[src/rtl/mjt_pkg.sv]
// Shared types and constants for the minimum-jerk trajectory generator.
package mjt_pkg;

   localparam int DATA_W    = 32;
   localparam int MT_W      = 31;
   localparam int CSR_IDX_W = 2;

   localparam logic [CSR_IDX_W-1:0] CSR_TARGET_X  = 2'd0;
   localparam logic [CSR_IDX_W-1:0] CSR_TARGET_Y  = 2'd1;
   localparam logic [CSR_IDX_W-1:0] CSR_TARGET_Z  = 2'd2;
   localparam logic [CSR_IDX_W-1:0] CSR_MOVE_TIME = 2'd3;

   localparam logic [MT_W-1:0] MOVE_TIME_RESET = 31'd65536;

   // quintic coefficients in factored form
   localparam int K_SIX     = 6;
   localparam int K_TEN     = 10;
   localparam int K_FIFTEEN = 15;
   localparam int K_THIRTY  = 30;
   localparam int K_SIXTY   = 60;

   typedef struct packed {
      logic        [DATA_W-1:0] elapsed;
      logic signed [DATA_W-1:0] start_x;
      logic signed [DATA_W-1:0] start_y;
      logic signed [DATA_W-1:0] start_z;
   } req_type;

   typedef struct packed {
      logic signed [DATA_W-1:0] pos_x;
      logic signed [DATA_W-1:0] pos_y;
      logic signed [DATA_W-1:0] pos_z;
      logic signed [DATA_W-1:0] vel_x;
      logic signed [DATA_W-1:0] vel_y;
      logic signed [DATA_W-1:0] vel_z;
      logic signed [DATA_W-1:0] acc_x;
      logic signed [DATA_W-1:0] acc_y;
      logic signed [DATA_W-1:0] acc_z;
   } rsp_type;

endpackage

[src/rtl/mjt_div.sv]
// Pipelined restoring divider, one quotient bit per stage, with overflow flag.
module mjt_div #(
   parameter int NUM_W = 64,
   parameter int QUO_W = 32,
   parameter int TAG_W = 1
) (
   input  logic                    clock,
   input  logic                    reset,
   input  logic                    en,
   input  logic                    in_valid,
   input  logic [NUM_W-1:0]        num,
   input  logic [mjt_pkg::MT_W-1:0] den,
   input  logic [TAG_W-1:0]        tag_in,
   output logic                    out_valid,
   output logic [QUO_W-1:0]        quo,
   output logic                    ovf,
   output logic [TAG_W-1:0]        tag_out
);
   import mjt_pkg::*;

   localparam int DEN_W = MT_W;
   localparam int HI_W  = NUM_W - QUO_W;
   localparam int CMP_W = (HI_W > DEN_W) ? HI_W : DEN_W;

   logic             valid_ff [0:QUO_W];
   logic             ovf_ff   [0:QUO_W];
   logic [TAG_W-1:0] tag_ff   [0:QUO_W];
   logic [DEN_W-1:0] rem_ff   [0:QUO_W-1];
   logic [QUO_W-1:0] low_ff   [0:QUO_W-1];
   logic [QUO_W-1:0] quo_ff   [1:QUO_W];

   logic [CMP_W-1:0] hi_ext;
   logic [CMP_W-1:0] den_ext;
   logic             big;

   // quotient would need more than QUO_W bits when the top part reaches den
   assign hi_ext  = CMP_W'(num[NUM_W-1:QUO_W]);
   assign den_ext = CMP_W'(den);
   assign big     = hi_ext >= den_ext;

   always_ff @(posedge clock) begin
      if (reset) begin
         valid_ff[0] <= 1'b0;
      end else if (en) begin
         valid_ff[0] <= in_valid;
      end
   end

   always_ff @(posedge clock) begin
      if (en) begin
         ovf_ff[0] <= big;
         tag_ff[0] <= tag_in;
         rem_ff[0] <= big ? '0 : hi_ext[DEN_W-1:0];
         low_ff[0] <= num[QUO_W-1:0];
      end
   end

   for (genvar k = 1; k <= QUO_W; k++) begin : g_stage
      logic [DEN_W:0] trial;
      logic           ge;

      assign trial = {rem_ff[k-1], low_ff[k-1][QUO_W-1]};
      assign ge    = trial >= {1'b0, den};

      always_ff @(posedge clock) begin
         if (reset) begin
            valid_ff[k] <= 1'b0;
         end else if (en) begin
            valid_ff[k] <= valid_ff[k-1];
         end
      end

      always_ff @(posedge clock) begin
         if (en) begin
            ovf_ff[k] <= ovf_ff[k-1];
            tag_ff[k] <= tag_ff[k-1];
         end
      end

      if (k == 1) begin : g_first
         always_ff @(posedge clock) begin
            if (en) begin
               quo_ff[k] <= QUO_W'(ge);
            end
         end
      end else begin : g_next
         always_ff @(posedge clock) begin
            if (en) begin
               quo_ff[k] <= {quo_ff[k-1][QUO_W-2:0], ge};
            end
         end
      end

      if (k < QUO_W) begin : g_rem
         always_ff @(posedge clock) begin
            if (en) begin
               rem_ff[k] <= ge ? DEN_W'(trial - {1'b0, den}) : trial[DEN_W-1:0];
               low_ff[k] <= low_ff[k-1] << 1;
            end
         end
      end
   end

   assign out_valid = valid_ff[QUO_W];
   assign quo       = quo_ff[QUO_W];
   assign ovf       = ovf_ff[QUO_W];
   assign tag_out   = tag_ff[QUO_W];

endmodule

[config.mk]
export PLATFORM = sky130hd
export DESIGN_NAME = mjt_div
export DESIGN_NICKNAME = d
export VERILOG_FILES = /design/src/rtl/mjt_pkg.sv /design/src/rtl/mjt_div.sv
export SDC_FILE = /design/constraint.sdc
export NUM_CORES = 2
export LEC_CHECK = 0
export BUFFER_PORTS_ARGS = -buffer_cell sky130_fd_sc_hd__buf_2
export CORE_MARGIN = 3
export CORE_UTILIZATION = 45
export DETAILED_ROUTE_END_ITERATION = 10
export PLACE_DENSITY = 0.57
export SKIP_CTS_REPAIR_TIMING = 1
export SLEW_MARGIN = 40
export SYNTH_ARGS = -nofsm -noshare
export SYNTH_HDL_FRONTEND = slang
export SYNTH_SLANG_ARGS = --single-unit
[constraint.sdc]
create_clock -name clock -period 6.8 [get_ports clock]
set_input_delay 0 -clock clock [delete_from_list [all_inputs] [get_ports clock]]
set_output_delay 0 -clock clock [all_outputs]
set_load 0.03 [all_outputs]
==> results.txt <==
CTS Buf Count -> 241
Status -> completed
WL/cell -> 21.1 um
Finished Cell Area -> 139,000 um2
Dpl cell area -> 129,000 um2
Worst-Margin Slew -> 926 ps
Multi-input gate area -> 56,800 um2
Worst VDD drop -> 0.000253 V
Yosys warnings -> 0
Initial antenna violation count -> 8
Slew Limit Fails -> 0
Routed via count -> 84,900
Iter 0 DRT Violations -> 6,223
Syn Nets -> 11,800
Antenna viol nets, final -> 0
TritonCTS clock tree -> done
Syn Area/Cell -> 11.6 um2
CP Capture Type -> flop
H-tree depth -> 4
Fin crit share -> 66.3%
RePlAce Congestion -> 0.922
GRT Total Usage -> 21.7%
Ys async rst share -> 0%
Dpl hpwl -> 223,000 um
GRT overflow -> 0
Hold Fails Final Rpt -> 0
Die outline area -> 280,000 um2
Clock Skews -> 66.4 ps
Final min period -> 4510 ps
Layout Nets -> 12,300
Number of global-route vias before repair -> 81,600
Root Buffer -> clkbuf_16
Area growth, synth to finish -> 12.6%
Largest net degree at the start of global routing -> 160
Top FF cell, synth -> edfxtp_1
Rel. slew slack -> 38.3%
Main combinational cell family by area after synthesis -> compound AO/OA/AOI/OAI gates
Row cnt -> 191
Sequential area share after synthesis -> 52.3%
Setup TNS -> 0 ps
Layout cell share with drive strength beyond 1 -> 9.67%
Mapped cell area -> 123,000 um2
Drt first pass iters -> 8
Synth Area in XOR/XNOR -> 5.80%
Clock slew at reported path FFs -> 60 ps
Die span in x -> 529 um
Num Clock Sinks -> 2,147
Max Root-Sink Buffers -> 4
Hold crit path type -> input pin to flop
Num ports -> 135
RSZ-0062 raised after global routing -> false
Maxcap violations -> 0
Final setup fails -> 0
Crit path required time -> 7450 ps
Yosys cell types -> 99
Residual DRC -> 0
Startpoint types -> flop
Worst skew pair latency -> 910 ps
Worst EP arrival -> 5150 ps
Fraction of synthesized area in multiplexers -> 3.50%
Flops & latches, synth -> 2,147
Cell Pwr Density -> 498 nW/um2
Fill cell total of the finished layout -> 23,500
Final core area utilization -> 51.1%
Pleak -> 54.5 nW
Commonest non-fill, non-tap cell in the layout -> edfxtp_1
Synth Area in Adders -> 10.9%
Die height -> 529 um
Simple-gate share of the synthesized area -> 9.89%
Compound-Gate Fraction of Synth Area -> 15.8%
Post-synth EDFFs -> 2,147
Starting density of the core -> 45.4%
Port bufs -> 134
Post-synthesis cell count -> 10,700
Most frequent cells in the layout -> edfxtp_1 (2,147), ha_1 (1,023), a21oi_1 (958)
Fmax -> 222 MHz
WL final -> 314,000 um
Setup Crit Path Kind -> flop to flop
Critical path peak fanout -> 13
Reg area -> 64,500 um2
DR vias/cell -> 5.70
Core area -> 272,000 um2
First-pass GRT wire length -> 478,000 um
## report_power, final
| part | switching [mW] | total (mW) | leakage [nW] | internal, mW |
|---|---|---|---|---|
| Sequential | 2.51 | 23.0 | 21.0 | 20.5 |
| Clock | 5.44 | 13.2 | 3.89 | 7.73 |
| Combinational | 18.4 | 33.0 | 29.6 | 14.6 |
## state kept, by name, indices dropped and copies added, names as in the netlist
| name | count |
|---|---|
| low_ff | 528 |
| ovf_ff | 33 |
| quo_ff | 528 |
| rem_ff | 992 |
| tag_ff | 33 |
| valid_ff | 33 |
## synth_stat cells, types with 26 or more instances
master,instances,share of area (%)
xnor2_1,486,3.5
and2_1,105,0.53
nor3_1,101,0.41
a211oi_1,67,0.41
a21boi_0,42,0.26
ha_1,1023,10
a31oi_1,98,0.50
a21oi_1,962,3.9
o31ai_1,75,0.46
nand2_1,832,2.5
nand4_1,161,0.82
and3_1,81,0.41
o211ai_1,37,0.23
nand3_1,147,0.60
o21ai_1,33,0.13
o21bai_1,105,0.64
nor2_1,663,2.0
fa_1,31,0.50
mux2i_1,28,0.23
or2_2,27,0.14
buf_2,48,0.19
a21o_1,533,3.2
o21a_1,123,0.75
nor2b_1,155,0.79
a2111oi_0,26,0.18
edfxtp_1,2147,52
clkbuf_1,171,0.52
mux2_1,34,0.31
or3_1,31,0.16
nor4_1,34,0.17
nand2b_1,142,0.72
xor2_1,330,2.3
inv_1,317,0.97
mux2_2,324,3.0
o21ai_0,783,3.2
## path summary, 6_finish.rpt
check | startpoint | to | slack (ps) | depth (start not counted)
max | rem_ff[0][264] | rem_ff[0][308] | 2290 | 14
min | den[12] | rem_ff[1][260] | 110 | 5
max reg2reg | rem_ff[0][264] | rem_ff[0][308] | 2290 | 14
min reg2reg | low_ff[1][54] | low_ff[2][23] | 380 | 0
## cells by family (layout without fill, tap and decap cells)
kind of cell,count (synthesis),in the layout
buffers and inverters,562,1205
and+or+nand+nor,2569,2569
other,0,6
muxes,386,386
AOI/OAI and AO/OA,3134,3134
DFF,2147,2147
adders and majority gates,1054,1054
xor gates and xnor gates,816,816
## layout make-up
class                      instances  area share [%]
inverter                         317           0.862
tap                             3570            3.22
clock inverter                   168            1.33
clock buffer                     276            4.44
timing repair buffer             444            2.78
multi-input combinational       7959            40.9
sequential                      2147            46.5
antenna                            6          0.0108
## worst max-delay path: stages (launching register included)
cell	delay, ps
edfxtp_1	420
ha_1	380
a21o_1	200
a21o_1	170
a21oi_1	260
o21ai_0	140
nor2b_1	150
a2111oi_1	720
nor2b_1	240
a22oi_2	180
buf_4	290
and3b_1	170
a311oi_1	240
o211ai_1	120
dlygate4sd3_1	570
## per-stage QoR
stage / hold slack [ps] / power (mW) / worst slack, ps / cells
after detailed placement: 178 / 55.7 / 2000 / 14300
after global routing: 80.4 / 74.3 / 1920 / 14900
final: 114 / 69.1 / 2290 / 14900
after CTS: -842 / 69.4 / 2360 / 14700
after global placement: 176 / 55.2 / 1810 / 14300
after floorplan: 98.9 / 47.4 / 3190 / 10700
## metal layers
metal  track usage [%]  part of all wire (%)
met1              29.8                    46
met2              35.8                    47
met3              2.40                   4.1
met4              7.47                   3.6
met5                 0                0.0054
Power figures use the tool's default switching activity.
